[config.mk]
export PLATFORM = sky130hd
export DESIGN_NAME = mass_hypothesis_invariant_mass_window_core
export DESIGN_NICKNAME = d
export VERILOG_FILES = /design/src/hdl/mhimw_pkg.sv /design/src/hdl/mhimw_isqrt.sv /design/src/hdl/mhimw_datapath.sv /design/src/hdl/mhimw_ctrl.sv /design/src/hdl/mass_hypothesis_invariant_mass_window_core.sv
export SDC_FILE = /design/constraint.sdc
export NUM_CORES = 2
export LEC_CHECK = 0
export BUFFER_PORTS_ARGS = -buffer_cell sky130_fd_sc_hd__buf_2
export CAP_MARGIN = 10
export CORE_ASPECT_RATIO = 1.4
export CORE_UTILIZATION = 59
export CTS_CLUSTER_DIAMETER = 80
export DETAILED_ROUTE_END_ITERATION = 8
export GPL_TIMING_DRIVEN = 0
export PLACE_DENSITY = 0.77
export SYNTH_ARGS = -nofsm -noshare
export SYNTH_HDL_FRONTEND = slang
export SYNTH_SLANG_ARGS = --single-unit
[constraint.sdc]
create_clock -name clk -period 11.68 [get_ports clk]
set_clock_uncertainty 0.2 [all_clocks]
set_input_delay 2.336 -clock clk [delete_from_list [all_inputs] [get_ports clk]]
set_output_delay 2.336 -clock clk [all_outputs]
set_load 0.05 [all_outputs]
[src/hdl/mhimw_pkg.sv]
// Shared types, widths and codes for the invariant mass window block.
// Used by the controller, the datapath and the top level.
package mhimw_pkg;

  // Field and register widths in units of 1/16 MeV.
  localparam int MOM_W      = 25;
  localparam int EN_W       = 25;
  localparam int MASS_CFG_W = 20;
  localparam int MASS_W     = 27;
  localparam int SUM_W      = 28;
  localparam int SLOT_W     = 3;
  localparam int CFG_W      = 27;
  localparam int CFG_IDX_W  = 3;

  // Hypothesis slot registers provided by the register map.
  localparam int CFG_SLOTS     = 4;
  localparam int MAX_SLOTS_DEF = 4;
  localparam int SLOTS_RESET   = 2;

  // Squares and the square root datapath.
  localparam int PROD_W = 2 * SUM_W - 1;
  localparam int ACC_W  = PROD_W + 2;
  localparam int RAD_W  = 2 * SUM_W;
  localparam int ROOT_W = RAD_W / 2;

  // Sequencing of the four square terms through the shared multiplier.
  localparam int STEP_W = 3;
  localparam logic [STEP_W-1:0] SQ_LAST = STEP_W'(4);

  localparam int MASS_MAX_MAG = 2 ** (MASS_W - 1) - 1;

  // Stream payload widths, padded to whole bytes.
  localparam int IN_TDATA_W  = ((3 * MOM_W + EN_W + 7) / 8) * 8;
  localparam int OUT_TDATA_W = ((MASS_W + 7) / 8) * 8;

  // Register indexes of the configuration port.
  typedef enum logic [CFG_IDX_W-1:0] {
    REG_SLOT_MASS_0,
    REG_SLOT_MASS_1,
    REG_SLOT_MASS_2,
    REG_SLOT_MASS_3,
    REG_SLOTS_IN_USE,
    REG_MASS_LOW,
    REG_MASS_HIGH
  } cfg_reg_t;

  typedef enum logic [3:0] {
    ST_IDLE,
    ST_CHECK,
    ST_DSQ,
    ST_DSTART,
    ST_DROOT,
    ST_DACC,
    ST_MSQ,
    ST_MSTART,
    ST_MROOT,
    ST_FIN
  } state_t;

  // Commands from the controller to the datapath.
  typedef struct packed {
    logic              load;
    logic              sq_run;
    logic [STEP_W-1:0] sq_step;
    logic              cand;
    logic              root_start;
    logic              accum;
    logic              emit;
  } cmd_t;

  // Status from the datapath to the controller.
  typedef struct packed {
    logic slot_used;
    logic match;
    logic last;
    logic root_busy;
    logic root_done;
    logic out_free;
  } status_t;

endpackage

[src/hdl/mhimw_isqrt.sv]
// Iterative integer square root, one root bit per cycle, rounding down.
// Depends on nothing but its parameters.
module mhimw_isqrt #(
  parameter int RAD_W = 56
) (
  input  logic                 clk,
  input  logic                 rst,
  input  logic                 start,
  input  logic [RAD_W-1:0]     radicand,
  output logic                 busy,
  output logic                 done,
  output logic [RAD_W/2-1:0]   root
);

  localparam int ROOT_W = RAD_W / 2;
  localparam int CNT_W  = $clog2(ROOT_W + 1);

  logic [RAD_W-1:0]  rad;
  logic [ROOT_W+1:0] rem;
  logic [CNT_W-1:0]  cnt;

  logic [ROOT_W+1:0] rem_sh;
  logic [ROOT_W+1:0] trial;
  logic              fits;

  // Bring down the next two radicand bits and try the next root bit.
  always_comb begin
    rem_sh = {rem[ROOT_W-1:0], rad[RAD_W-1 -: 2]};
    trial  = {root, 2'b01};
    fits   = (rem_sh >= trial);
  end

  always_ff @(posedge clk) begin
    if (rst) begin
      busy <= 1'b0;
      done <= 1'b0;
      cnt  <= '0;
    end else begin
      done <= 1'b0;
      if (start) begin
        busy <= 1'b1;
        cnt  <= CNT_W'(ROOT_W);
      end else if (busy) begin
        cnt <= cnt - 1'b1;
        if (cnt == CNT_W'(1)) begin
          busy <= 1'b0;
          done <= 1'b1;
        end
      end
    end
  end

  // Remainder, partial root and radicand shift register.
  always_ff @(posedge clk) begin
    if (start) begin
      rad  <= radicand;
      rem  <= '0;
      root <= '0;
    end else if (busy) begin
      rad <= {rad[RAD_W-3:0], 2'b00};
      if (fits) begin
        rem  <= rem_sh - trial;
        root <= {root[ROOT_W-2:0], 1'b1};
      end else begin
        rem  <= rem_sh;
        root <= {root[ROOT_W-2:0], 1'b0};
      end
    end
  end

endmodule

[src/hdl/mhimw_datapath.sv]
// Datapath: configuration registers, input registers, shared squarer, running sums,
// square root unit and output register. Depends on mhimw_pkg and mhimw_isqrt.
module mhimw_datapath #(
  parameter int MAX_SLOTS = mhimw_pkg::MAX_SLOTS_DEF
) (
  input  logic                              clk,
  input  logic                              rst,
  input  logic                              cfg_wen,
  input  logic [mhimw_pkg::CFG_IDX_W-1:0]   cfg_index,
  input  logic [mhimw_pkg::CFG_W-1:0]       cfg_data,
  input  logic [mhimw_pkg::IN_TDATA_W-1:0]  s_tdata,
  input  logic                              s_tuser,
  input  logic                              s_tlast,
  output logic                              m_tvalid,
  input  logic                              m_tready,
  output logic [mhimw_pkg::OUT_TDATA_W-1:0] m_tdata,
  output logic                              m_tuser,
  input  mhimw_pkg::cmd_t                   cmd,
  output mhimw_pkg::status_t                status
);
  import mhimw_pkg::*;

  localparam int SLOT_CNT = (MAX_SLOTS < CFG_SLOTS) ? MAX_SLOTS : CFG_SLOTS;

  // Configuration registers.
  logic [MASS_CFG_W-1:0]    slot_mass [SLOT_CNT];
  logic [SLOT_W-1:0]        slots_in_use;
  logic signed [MASS_W-1:0] mass_low;
  logic signed [MASS_W-1:0] mass_high;

  // Registered input item.
  logic signed [MOM_W-1:0] mom_x;
  logic signed [MOM_W-1:0] mom_y;
  logic signed [MOM_W-1:0] mom_z;
  logic [EN_W-1:0]         energy_now;
  logic                    match;
  logic                    last;

  // Running sums and slot count.
  logic signed [SUM_W-1:0] sum_px;
  logic signed [SUM_W-1:0] sum_py;
  logic signed [SUM_W-1:0] sum_pz;
  logic signed [SUM_W-1:0] sum_energy;
  logic [SLOT_W-1:0]       slot_index;

  // Squarer and accumulator.
  logic signed [SUM_W-1:0]   sq_op;
  logic signed [2*SUM_W-1:0] sq_full;
  logic [PROD_W-1:0]         prod;
  logic signed [ACC_W-1:0]   acc;
  logic signed [ACC_W-1:0]   acc_term;
  logic signed [ACC_W-1:0]   acc_negated;
  logic                      acc_add;

  // Square root and result.
  logic [RAD_W-1:0]         rad;
  logic                     root_busy;
  logic                     root_done;
  logic [ROOT_W-1:0]        root;
  logic                     mass_neg;
  logic signed [MASS_W-1:0] mass_val;
  logic                     in_win;
  logic signed [MASS_W-1:0] out_mass;
  logic                     out_win;

  logic [SLOT_W-1:0]     used_n;
  logic [MASS_CFG_W-1:0] slot_m;
  logic [EN_W-1:0]       e_add;

  function automatic logic signed [SUM_W-1:0] sat_sum(input logic signed [SUM_W:0] v);
    logic signed [SUM_W-1:0] r;
    if (v[SUM_W] != v[SUM_W-1]) begin
      r = v[SUM_W] ? {1'b1, {(SUM_W-1){1'b0}}} : {1'b0, {(SUM_W-1){1'b1}}};
    end else begin
      r = v[SUM_W-1:0];
    end
    return r;
  endfunction

  // Configuration writes.
  always_ff @(posedge clk) begin
    if (rst) begin
      for (int i = 0; i < SLOT_CNT; i++) begin
        slot_mass[i] <= '0;
      end
      slots_in_use <= SLOT_W'(SLOTS_RESET);
      mass_low     <= '0;
      mass_high    <= '0;
    end else if (cfg_wen) begin
      for (int i = 0; i < SLOT_CNT; i++) begin
        if (cfg_index == CFG_IDX_W'(REG_SLOT_MASS_0) + CFG_IDX_W'(i)) begin
          slot_mass[i] <= cfg_data[MASS_CFG_W-1:0];
        end
      end
      if (cfg_index == REG_SLOTS_IN_USE) begin
        slots_in_use <= cfg_data[SLOT_W-1:0];
      end
      if (cfg_index == REG_MASS_LOW) begin
        mass_low <= cfg_data[MASS_W-1:0];
      end
      if (cfg_index == REG_MASS_HIGH) begin
        mass_high <= cfg_data[MASS_W-1:0];
      end
    end
  end

  // Number of slots in use and the mass of the current slot.
  always_comb begin
    used_n = (slots_in_use > SLOT_W'(SLOT_CNT)) ? SLOT_W'(SLOT_CNT) : slots_in_use;
    slot_m = '0;
    for (int i = 0; i < SLOT_CNT; i++) begin
      if (slot_index == SLOT_W'(i)) begin
        slot_m = slot_mass[i];
      end
    end
  end

  // Input item register.
  always_ff @(posedge clk) begin
    if (cmd.load) begin
      mom_x      <= s_tdata[MOM_W-1:0];
      mom_y      <= s_tdata[2*MOM_W-1:MOM_W];
      mom_z      <= s_tdata[3*MOM_W-1:2*MOM_W];
      energy_now <= s_tdata[3*MOM_W +: EN_W];
      match      <= s_tuser;
      last       <= s_tlast;
    end
  end

  // Operand of the shared squarer: a daughter's terms or the candidate's sums.
  always_comb begin
    if (cmd.cand) begin
      case (cmd.sq_step[1:0])
        2'd0:    sq_op = sum_energy;
        2'd1:    sq_op = sum_px;
        2'd2:    sq_op = sum_py;
        default: sq_op = sum_pz;
      endcase
    end else begin
      case (cmd.sq_step[1:0])
        2'd0:    sq_op = {{(SUM_W-MOM_W){mom_x[MOM_W-1]}}, mom_x};
        2'd1:    sq_op = {{(SUM_W-MOM_W){mom_y[MOM_W-1]}}, mom_y};
        2'd2:    sq_op = {{(SUM_W-MOM_W){mom_z[MOM_W-1]}}, mom_z};
        default: sq_op = {{(SUM_W-MASS_CFG_W){1'b0}}, slot_m};
      endcase
    end
    sq_full  = sq_op * sq_op;
    acc_term = {2'b00, prod};
    // Energy squared is added; momentum squares of the candidate are subtracted.
    acc_add  = !cmd.cand || (cmd.sq_step == STEP_W'(1));
  end

  // Product register one step ahead of the accumulator.
  always_ff @(posedge clk) begin
    if (cmd.sq_run) begin
      if (cmd.sq_step != SQ_LAST) begin
        prod <= sq_full[PROD_W-1:0];
      end
      if (cmd.sq_step == '0) begin
        acc <= '0;
      end else if (acc_add) begin
        acc <= acc + acc_term;
      end else begin
        acc <= acc - acc_term;
      end
    end
  end

  // Magnitude of the accumulated value feeds the square root.
  always_comb begin
    acc_negated = -acc;
    rad = acc[ACC_W-1] ? acc_negated[RAD_W-1:0] : acc[RAD_W-1:0];
  end

  always_ff @(posedge clk) begin
    if (cmd.root_start) begin
      mass_neg <= acc[ACC_W-1];
    end
  end

  mhimw_isqrt #(
    .RAD_W (RAD_W)
  ) u_isqrt (
    .clk      (clk),
    .rst      (rst),
    .start    (cmd.root_start),
    .radicand (rad),
    .busy     (root_busy),
    .done     (root_done),
    .root     (root)
  );

  // Running sums with saturation; cleared when the candidate is emitted.
  always_comb begin
    e_add = match ? energy_now : root[EN_W-1:0];
  end

  always_ff @(posedge clk) begin
    if (rst || cmd.emit) begin
      sum_px     <= '0;
      sum_py     <= '0;
      sum_pz     <= '0;
      sum_energy <= '0;
      slot_index <= '0;
    end else if (cmd.accum) begin
      sum_px     <= sat_sum({sum_px[SUM_W-1], sum_px}
                    + {{(SUM_W-MOM_W+1){mom_x[MOM_W-1]}}, mom_x});
      sum_py     <= sat_sum({sum_py[SUM_W-1], sum_py}
                    + {{(SUM_W-MOM_W+1){mom_y[MOM_W-1]}}, mom_y});
      sum_pz     <= sat_sum({sum_pz[SUM_W-1], sum_pz}
                    + {{(SUM_W-MOM_W+1){mom_z[MOM_W-1]}}, mom_z});
      sum_energy <= sat_sum({sum_energy[SUM_W-1], sum_energy}
                    + {{(SUM_W-EN_W+1){1'b0}}, e_add});
      slot_index <= slot_index + 1'b1;
    end
  end

  // Signed, saturated mass and the window test.
  always_comb begin
    if (mass_neg) begin
      if (root > ROOT_W'(MASS_MAX_MAG + 1)) begin
        mass_val = {1'b1, {(MASS_W-1){1'b0}}};
      end else begin
        mass_val = -root[MASS_W-1:0];
      end
    end else begin
      if (root > ROOT_W'(MASS_MAX_MAG)) begin
        mass_val = {1'b0, {(MASS_W-1){1'b1}}};
      end else begin
        mass_val = root[MASS_W-1:0];
      end
    end
    in_win = (mass_val > mass_low) && (mass_val < mass_high);
  end

  // Output register: holds the result item until it is taken.
  always_ff @(posedge clk) begin
    if (rst) begin
      m_tvalid <= 1'b0;
    end else if (cmd.emit) begin
      m_tvalid <= 1'b1;
    end else if (m_tready) begin
      m_tvalid <= 1'b0;
    end
  end

  always_ff @(posedge clk) begin
    if (cmd.emit) begin
      out_mass <= mass_val;
      out_win  <= in_win;
    end
  end

  assign m_tdata = {{(OUT_TDATA_W-MASS_W){1'b0}}, out_mass};
  assign m_tuser = out_win;

  always_comb begin
    status.slot_used = (slot_index < used_n);
    status.match     = match;
    status.last      = last;
    status.root_busy = root_busy;
    status.root_done = root_done;
    status.out_free  = !m_tvalid || m_tready;
  end

`ifndef NO_ASSERTIONS
  // A daughter's radicand is a sum of squares and never negative.
  a_daughter_rad_pos: assert property (@(posedge clk) disable iff (rst)
    cmd.root_start && !cmd.cand |-> !acc[ACC_W-1])
    else $error("daughter radicand negative");

  // The slot count saturates at the number of hypothesis slots.
  a_slot_bound: assert property (@(posedge clk) disable iff (rst)
    slot_index <= SLOT_W'(SLOT_CNT))
    else $error("slot index beyond slot count");

  // Only daughters within the used slots enter the sums.
  a_accum_used: assert property (@(posedge clk) disable iff (rst)
    cmd.accum |-> status.slot_used)
    else $error("sum updated for a skipped daughter");
`endif

endmodule

[src/hdl/mhimw_ctrl.sv]
// Controller state machine: sequences load, squares, square roots, sums and emit.
// Depends on mhimw_pkg; drives the datapath through cmd_t and reads status_t.
module mhimw_ctrl (
  input  logic               clk,
  input  logic               rst,
  input  logic               s_tvalid,
  output logic               s_tready,
  input  mhimw_pkg::status_t status,
  output mhimw_pkg::cmd_t    cmd
);
  import mhimw_pkg::*;

  state_t            state;
  state_t            state_next;
  logic [STEP_W-1:0] step;
  logic [STEP_W-1:0] step_next;

  always_ff @(posedge clk) begin
    if (rst) begin
      state <= ST_IDLE;
      step  <= '0;
    end else begin
      state <= state_next;
      step  <= step_next;
    end
  end

  // Square step counter runs only in the squaring states.
  always_comb begin
    if ((state == ST_DSQ || state == ST_MSQ) && step != SQ_LAST) begin
      step_next = step + 1'b1;
    end else begin
      step_next = '0;
    end
  end

  // Next state.
  always_comb begin
    state_next = state;
    unique case (state)
      ST_IDLE: begin
        if (s_tvalid) state_next = ST_CHECK;
      end
      ST_CHECK: begin
        if (!status.slot_used) begin
          state_next = status.last ? ST_MSQ : ST_IDLE;
        end else if (status.match) begin
          state_next = ST_DACC;
        end else begin
          state_next = ST_DSQ;
        end
      end
      ST_DSQ: begin
        if (step == SQ_LAST) state_next = ST_DSTART;
      end
      ST_DSTART: state_next = ST_DROOT;
      ST_DROOT: begin
        if (status.root_done) state_next = ST_DACC;
      end
      ST_DACC: begin
        state_next = status.last ? ST_MSQ : ST_IDLE;
      end
      ST_MSQ: begin
        if (step == SQ_LAST) state_next = ST_MSTART;
      end
      ST_MSTART: state_next = ST_MROOT;
      ST_MROOT: begin
        if (status.root_done) state_next = ST_FIN;
      end
      ST_FIN: begin
        if (status.out_free) state_next = ST_IDLE;
      end
      default: state_next = ST_IDLE;
    endcase
  end

  // Outputs.
  always_comb begin
    cmd      = '0;
    s_tready = 1'b0;
    unique case (state)
      ST_IDLE: begin
        s_tready = 1'b1;
        cmd.load = s_tvalid;
      end
      ST_DSQ: begin
        cmd.sq_run  = 1'b1;
        cmd.sq_step = step;
      end
      ST_DSTART: cmd.root_start = 1'b1;
      ST_DACC:   cmd.accum = 1'b1;
      ST_MSQ: begin
        cmd.sq_run  = 1'b1;
        cmd.sq_step = step;
        cmd.cand    = 1'b1;
      end
      ST_MSTART: begin
        cmd.root_start = 1'b1;
        cmd.cand       = 1'b1;
      end
      ST_FIN: cmd.emit = status.out_free;
      default: cmd = '0;
    endcase
  end

`ifndef NO_ASSERTIONS
  // The square root unit is never restarted while it is working.
  a_root_idle: assert property (@(posedge clk) disable iff (rst)
    cmd.root_start |-> !status.root_busy)
    else $error("square root restarted while busy");

  // A finished root arrives only while the controller waits for it.
  a_root_done_wait: assert property (@(posedge clk) disable iff (rst)
    status.root_done |-> (state == ST_DROOT || state == ST_MROOT))
    else $error("square root finished outside a wait state");
`endif

endmodule

[src/hdl/mass_hypothesis_invariant_mass_window_core.sv]
// Top level of the invariant mass window block with mass hypothesis substitution.
// Depends on mhimw_pkg, mhimw_ctrl and mhimw_datapath.
//
//   Channel   Direction  Handshake                Payload
//   s_axis    in         tvalid/tready            daughter momentum, energy, flags
//   m_axis    out        tvalid/tready            invariant mass and window flag
//   cfg       in         cfg_wen, write only      slot masses, slot count, window
//
// A daughter that keeps its energy passes only through the check and accumulate states;
// one whose energy is recomputed also runs its squares and the square root unit, which
// yields one root bit per cycle. The last daughter adds the candidate's squares and
// mass root. Reset is synchronous and clears control state, configuration and sums.
// A waiting result sits in the output register; the next item is taken meanwhile,
// and the block stalls only when a new result is ready before the last one is taken.
module mass_hypothesis_invariant_mass_window_core #(
  parameter int MAX_SLOTS = mhimw_pkg::MAX_SLOTS_DEF
) (
  input  logic                              clk,
  input  logic                              rst,
  input  logic                              s_axis_tvalid,
  output logic                              s_axis_tready,
  // mom_x [24:0], mom_y [49:25], mom_z [74:50], energy_now [99:75], zero fill
  input  logic [mhimw_pkg::IN_TDATA_W-1:0]  s_axis_tdata,
  // already_matches
  input  logic                              s_axis_tuser,
  // last_daughter
  input  logic                              s_axis_tlast,
  output logic                              m_axis_tvalid,
  input  logic                              m_axis_tready,
  // inv_mass [26:0], zero fill
  output logic [mhimw_pkg::OUT_TDATA_W-1:0] m_axis_tdata,
  // in_window
  output logic                              m_axis_tuser,
  input  logic                              cfg_wen,
  input  logic [mhimw_pkg::CFG_IDX_W-1:0]   cfg_index,
  input  logic [mhimw_pkg::CFG_W-1:0]       cfg_data
);
  import mhimw_pkg::*;

  cmd_t    cmd;
  status_t status;

  mhimw_ctrl u_ctrl (
    .clk      (clk),
    .rst      (rst),
    .s_tvalid (s_axis_tvalid),
    .s_tready (s_axis_tready),
    .status   (status),
    .cmd      (cmd)
  );

  mhimw_datapath #(
    .MAX_SLOTS (MAX_SLOTS)
  ) u_datapath (
    .clk       (clk),
    .rst       (rst),
    .cfg_wen   (cfg_wen),
    .cfg_index (cfg_index),
    .cfg_data  (cfg_data),
    .s_tdata   (s_axis_tdata),
    .s_tuser   (s_axis_tuser),
    .s_tlast   (s_axis_tlast),
    .m_tvalid  (m_axis_tvalid),
    .m_tready  (m_axis_tready),
    .m_tdata   (m_axis_tdata),
    .m_tuser   (m_axis_tuser),
    .cmd       (cmd),
    .status    (status)
  );

endmodule
After elaboration in Yosys (flattened, before gate mapping)
Memories as Yosys holds them, arrays and structs flattened. Cells that the tools add are included.

Memories kept: 1. Memory bits (writable): 80. Output and inout bits: 35. Register bits: 542. Bits of input ports: 141. Word-level logic and storage cells: 190.

$lt $le $gt $ge: 7. Bitwise operators: 6. Add/subtract/negate cells: 12. Equality and inequality tests: 35. Muxes and demuxes: 73. Reduce and logical (&&, ||, !) cells: 26. $mul: 1.

Memories: u_datapath.slot_mass (words 4, width 20, read ports 4, clocked after Yosys merged registers in 0, wr ports 4, RTL line mhimw_datapath.sv:26) `logic [MASS_CFG_W-1:0] slot_mass [SLOT_CNT];`.

Operators by type and width (number): 2-to-1 mux 28 bit (10); 2-to-1 mux 56 bit (3); case mux 28 bit (3 select lines) (2); 2-to-1 mux 20 bit (8); adder 28 x 25 -> 29 bit (3); 2-to-1 mux 27 bit (3); adder 57 x 56 -> 57 bit (1); 2-to-1 mux 57 bit (1); subtractor 57 x 56 -> 57 bit (1); negator 56 bit (1); multiplier 28 x 28 -> 55 bit (1); case mux 4 bit (10 select lines) (1); 2-to-1 mux 4 bit (8); 2-to-1 mux 1 bit (31); greater-or-equal comparator 30 bit (1); adder 28 x 26 -> 29 bit (1); greater-than comparator 28 x 26 -> 1 bit (second input constant) (1); greater-than comparator 28 x 27 -> 1 bit (second input constant) (1); subtractor 28 bit (1); greater-than comparator 27 bit (1); less-than comparator 27 bit (1); negator 27 bit (1); 2-to-1 mux 25 bit (1); == test 4 x 3 -> 1 bit (second input constant) (4); other kinds (32) (73).

Depth between registers and ports, before layout
Depth in word-level cells: 8. Depth in mapped cells: 41. Mapped depth without buffers: 38.

Modules after synthesis
A second synthesis with hierarchy kept.

Cell total of the unflattened synthesis: 6891. Area, all modules: 65111.2 sq um.

Modules (own cells, without submodules): mhimw_datapath (times used 1, cells an instance 6230, area each 58205.8 sq um, sequential area each 13132.6 sq um); mhimw_isqrt (times used 1, cells an instance 600, area each 6392.4 sq um, sequential area each 2942.8 sq um); mhimw_ctrl (times used 1, cells an instance 61, area each 513.0 sq um, sequential area each 140.1 sq um).

Worst setup path after synthesis
No wires, ideal clock.

Path kind: reg-to-reg. Start point: reg u_ctrl.state[0]. End point: reg u_datapath.prod[50], data pin. Period minus slack after synthesis: 11.013 ns. Stages on the path, launching flop included: 36. Slack: 0.667 ns. Setup time: 0.266 ns. Data arrival time: 10.547 ns. Required time: 11.214 ns. Path buffers: 5. Cell sequence: dfxtp_1 -> clkbuf_1 -> nor2_1 -> nand2_1 -> inv_2 -> clkbuf_1 -> clkbuf_1 -> clkbuf_1 -> a21oi_1 -> o21ai_1 -> inv_1 -> clkbuf_1 -> nand2_1 -> fa_1 -> inv_1 -> fa_1 -> fa_1 -> fa_1 -> fa_1 -> fa_1 -> fa_1 -> inv_1 -> fa_1 -> inv_1 -> ha_1 -> a21o_1 -> a21o_1 -> a21oi_1 -> o21ai_0 -> a221o_1 -> a21oi_1 -> o31ai_1 -> o21ai_1 -> a211oi_1 -> o41ai_1 -> xnor2_1.

Cells in the longest elaborated chain, start to end: 7. Elaborated cells between the ends (all ways): 14. Classes of those cells: mul: 1; eq/ne: 5; mux: 5; reduce/logical: 3.

RTL lines: from (decl) (RTL line mhimw_ctrl.sv:13) `state_t state;`; from (signal assigned) (RTL line mhimw_ctrl.sv:23) `state <= state_next;`; == test 4 x 3 -> 1 bit or == test 4 x 2 -> 1 bit (tied branches) (RTL line mhimw_ctrl.sv:81) `unique case (state)`; OR reduction 2 bit (no source line); 2-to-1 mux 4 bit (RTL line mhimw_ctrl.sv:81); == test 2 bit, or another cell as far along (RTL line mhimw_datapath.sv:133, mhimw_datapath.sv:140); case mux 28 bit (3 select lines) (on tied branches) (RTL line mhimw_datapath.sv:140, mhimw_datapath.sv:133); 2-to-1 mux 28 bit * (RTL line mhimw_datapath.sv:132) `if (cmd.cand) begin`; multiplier 28 x 28 -> 55 bit * (RTL line mhimw_datapath.sv:147) `sq_full = sq_op * sq_op;`; via u_datapath.sq_full[50] (RTL line mhimw_datapath.sv:48) `logic signed [2*SUM_W-1:0] sq_full;`; to (signal assigned) (RTL line mhimw_datapath.sv:157) `prod <= sq_full[PROD_W-1:0];`; to (decl) (RTL line mhimw_datapath.sv:49) `logic [PROD_W-1:0] prod;`.

Mark *: on every way through the listed nets, which the timed path passes. The rest lies on a longest branch. A chain may end at the register's enable or synchronous reset.

Worst setup path in the final report
Start point: reg u_ctrl.step[1]. End point: reg u_datapath.prod[50], data pin.

Cells in the longest elaborated chain, start to end: 5. Elaborated cells between the ends (all ways): 8. Classes of those cells: mul: 1; eq/ne: 2; mux: 4; reduce/logical: 1.

RTL lines: from (decl) (RTL line mhimw_ctrl.sv:15) `logic [STEP_W-1:0] step;`; from (signal assigned) (RTL line mhimw_ctrl.sv:24) `step <= step_next;`; 2-to-1 mux 4 bit * (RTL line mhimw_ctrl.sv:81); == test 2 bit, or another cell as far along (RTL line mhimw_datapath.sv:133, mhimw_datapath.sv:140); case mux 28 bit (3 select lines) (on tied branches) (RTL line mhimw_datapath.sv:140, mhimw_datapath.sv:133); 2-to-1 mux 28 bit * (RTL line mhimw_datapath.sv:132); multiplier 28 x 28 -> 55 bit * (RTL line mhimw_datapath.sv:147); via u_datapath.sq_full[50] (RTL line mhimw_datapath.sv:48).

Marks and branches as above.

==> impl_metrics.yaml <==
synthesis:
  synth-async-reset-ratio_pct: 0
  synth_area_mm2: 0.0636
  synthCells: 6895
  synth_top_area_share_pct: 23.9
  ys_ff_latch: 621
  yosys-top-cells-area: "fa_1 24%, edfxtp_1 18%, ha_1 8.9%"
  syn_avg_cell_area_um2: 9.23
  synth_top_area_cell: "fa_1"
  synth-edff-count: 378
  synth-main-ff-cell: "edfxtp_1"
  ys_seq_area_share_pct: 25.5
  synth-warning-count: 0
  synth.distinct_cells: 93
finish:
  most-common-layout-cells: "1043 x inv_1, 756 x fa_1, 722 x nand2_1, 458 x a21oi_1, 457 x nor2_1"
  syn_to_final_growth_pct: 9.28
  finalNetCount: 8515
  final_common_cell: "inv_1"
  drive_gt1_share_pct: 7.04
sta:
  slew_headroom_pct: 11.7
  finalSetupViolCount: 0
  fin_setup_tns_ps: 0
  max_freq_ghz: 0.0870
  worst_slew_pin_slew_ps: 1320
  slew_violations: 0
  hold_viol: 0
  fin_crit_sh_pct: 98.4
  period_needed_ps: 11490
routing:
  drtAntennaViolNets: 0
  via_per_inst: 6.06
  drc: 0
  routed_wl_um: 206000
  wl_per_cell_um: 23.7
  dr_total_vias: 52500
  firstDrtPassIters: 8
  dr.first_iter.drc_count: 4403
worst_setup_path:
  cp-end-kind: "flip-flop"
  arrival_ps: 11680
  cp_common_cell: "fa_1"
  path_buf_inv: 9
  crit_slowest_cell: "fa_1"
  cp.required_ps: 11860
  cp_top_family: "adder cells"
  crit_fanout: 11
  start_kind: "flip-flop"
  max_stage_delay_ps: 710
  crit_type: "flip-flop to flip-flop"
status:
  status: "complete, no violations"
grt:
  grt_pass1_vias: 53900
  grt-ovfl-total: 0
  grt_usage_pct: 38.3
  grt_max_degree: 76
  antenna_found_initial: 8
  grt_pass1_wl_um: 312000
floorplan:
  io_pins: 176
  core_area_mm2: 0.107
  start_util_pct: 59.5
  die_area_mm2: 0.109
  die_h_um: 391
  die_w_um: 280
  row_count: 142
clock_network:
  clk_pin_slew_ps: 70
  cts_root_buffer: "clkbuf_16"
  clockBufferDepth: 3
  postCtsHoldBufs: 0
  cts_tree: "done"
  htree_levels: 3
  numCtsBuffers: 67
  clock-sinks: 621
  clk_latency_ps: 670
hold_path:
  hold_path_class: "flip-flop to flip-flop"
place:
  gp_congestion: 1.05
  dp_hpwl_um: 165000
  numPortBuffers: 163
flow_run:
  maxCapViolCount: 0
==> cell type report <==
class | count | area (um2)
Fill cell | 8963 | 37400
Inverter | 1066 | 4030
Tap cell | 1440 | 1800
Timing Repair Buffer | 201 | 1160
Buffer | 284 | 1230
Clock inverter | 43 | 562
Sequential cell | 621 | 16200
Multi-Input combinational cell | 4923 | 42700
Clock buffer | 79 | 1790
Antenna cell | 4 | 10.0
==> cell usage after synthesis (all sizes together) (74+ instances only) <==
master  number
dfxtp      243
xnor2      188
a21oi      465
fa         759
nand2      723
o21ai      436
and2        99
a21o       161
nor3        74
ha         451
edfxtp     378
nor2       465
inv       1056
xor2       157
clkbuf     258
==> layer usage <==
| layer | track usage (%) | routed length (um) |
|---|---|---|
| met2 | 63.4 | 96600 |
| met3 | 7.10 | 16400 |
| met5 | 0 | 27 |
| met4 | 23.3 | 14600 |
| met1 | 46.3 | 77900 |
==> stage by stage <==
stage | area, um2 | cells | util (%) | setup WS (ps) | hold slack [ps]
floorplan | 63600 | 6899 | - | 667 | 232
global placement | 66200 | 8502 | 61.9 | -4420 | 242
finish | 69500 | 8661 | 65.0 | 188 | 254
detailed placement | 66500 | 8518 | 62.1 | -3000 | 246
CTS | 69200 | 8644 | 64.7 | 20.3 | 255
global route | 69500 | 8658 | 65.0 | -20.8 | 277
==> flip-flops by register name, indices dropped and copies added, names as in the netlist, 27 cells and up <==
register / count
u_datapath.slot_mass: 80
u_datapath.acc: 57
u_datapath.u_isqrt.rad: 56
u_datapath.prod: 54
u_datapath.sum_energy: 28
u_datapath.sum_px: 28
u_datapath.sum_py: 28
u_datapath.sum_pz: 28
u_datapath.u_isqrt.rem: 28
u_datapath.u_isqrt.root: 28
u_datapath.mass_high: 27
u_datapath.mass_low: 27
u_datapath.out_mass: 27
==> logic make-up (layout without fill, tap and decap cells) <==
| kind of cell | after synthesis | after routing | synth area share [%] |
|---|---|---|---|
| and+or+nand+nor | 1694 | 1694 | 12.0 |
| AOI/OAI and AO/OA | 1543 | 1543 | 15.0 |
| buffers and inverters | 1355 | 1673 | 8.04 |
| adders and majority gates | 1267 | 1267 | 33.7 |
| DFF | 621 | 621 | 25.5 |
| xor gates and xnor gates | 345 | 345 | 4.75 |
| muxes | 69 | 69 | 1.09 |
| other | 1 | 9 | 0.00589 |
==> worst register-to-register path: cells and delay by family, from the launching register on <==
| kind | cells | cell delay (ps) |
|---|---|---|
| fa+ha+maj | 9 | 4700 |
| compound gates | 8 | 2290 |
| buf+inv | 9 | 1670 |
| simple gates | 6 | 1470 |
| xor+xnor | 1 | 530 |
| flops | 1 | 370 |
==> path summary, 6_finish.rpt <==
kind | from | slack [ps] | end | cells after the start
hold / removal | u_datapath.mass_high[1] | 250 | u_datapath.mass_high[1] | 2
setup reg to reg | u_ctrl.step[1] | 190 | u_datapath.prod[50] | 33
setup / recovery | u_ctrl.step[1] | 190 | u_datapath.prod[50] | 33
hold reg to reg | u_datapath.mass_high[1] | 250 | u_datapath.mass_high[1] | 2
==> timing repair <==
action / CTS / global route
pin swaps: 0 / 10
resized for setup: 112 / 111
setup buffers: 5 / 13
setup endpoints to repair: 31 / 19
Power is not shown: default switching activity piles up to over one toggle a cycle in this logic, so the estimate is an artifact.
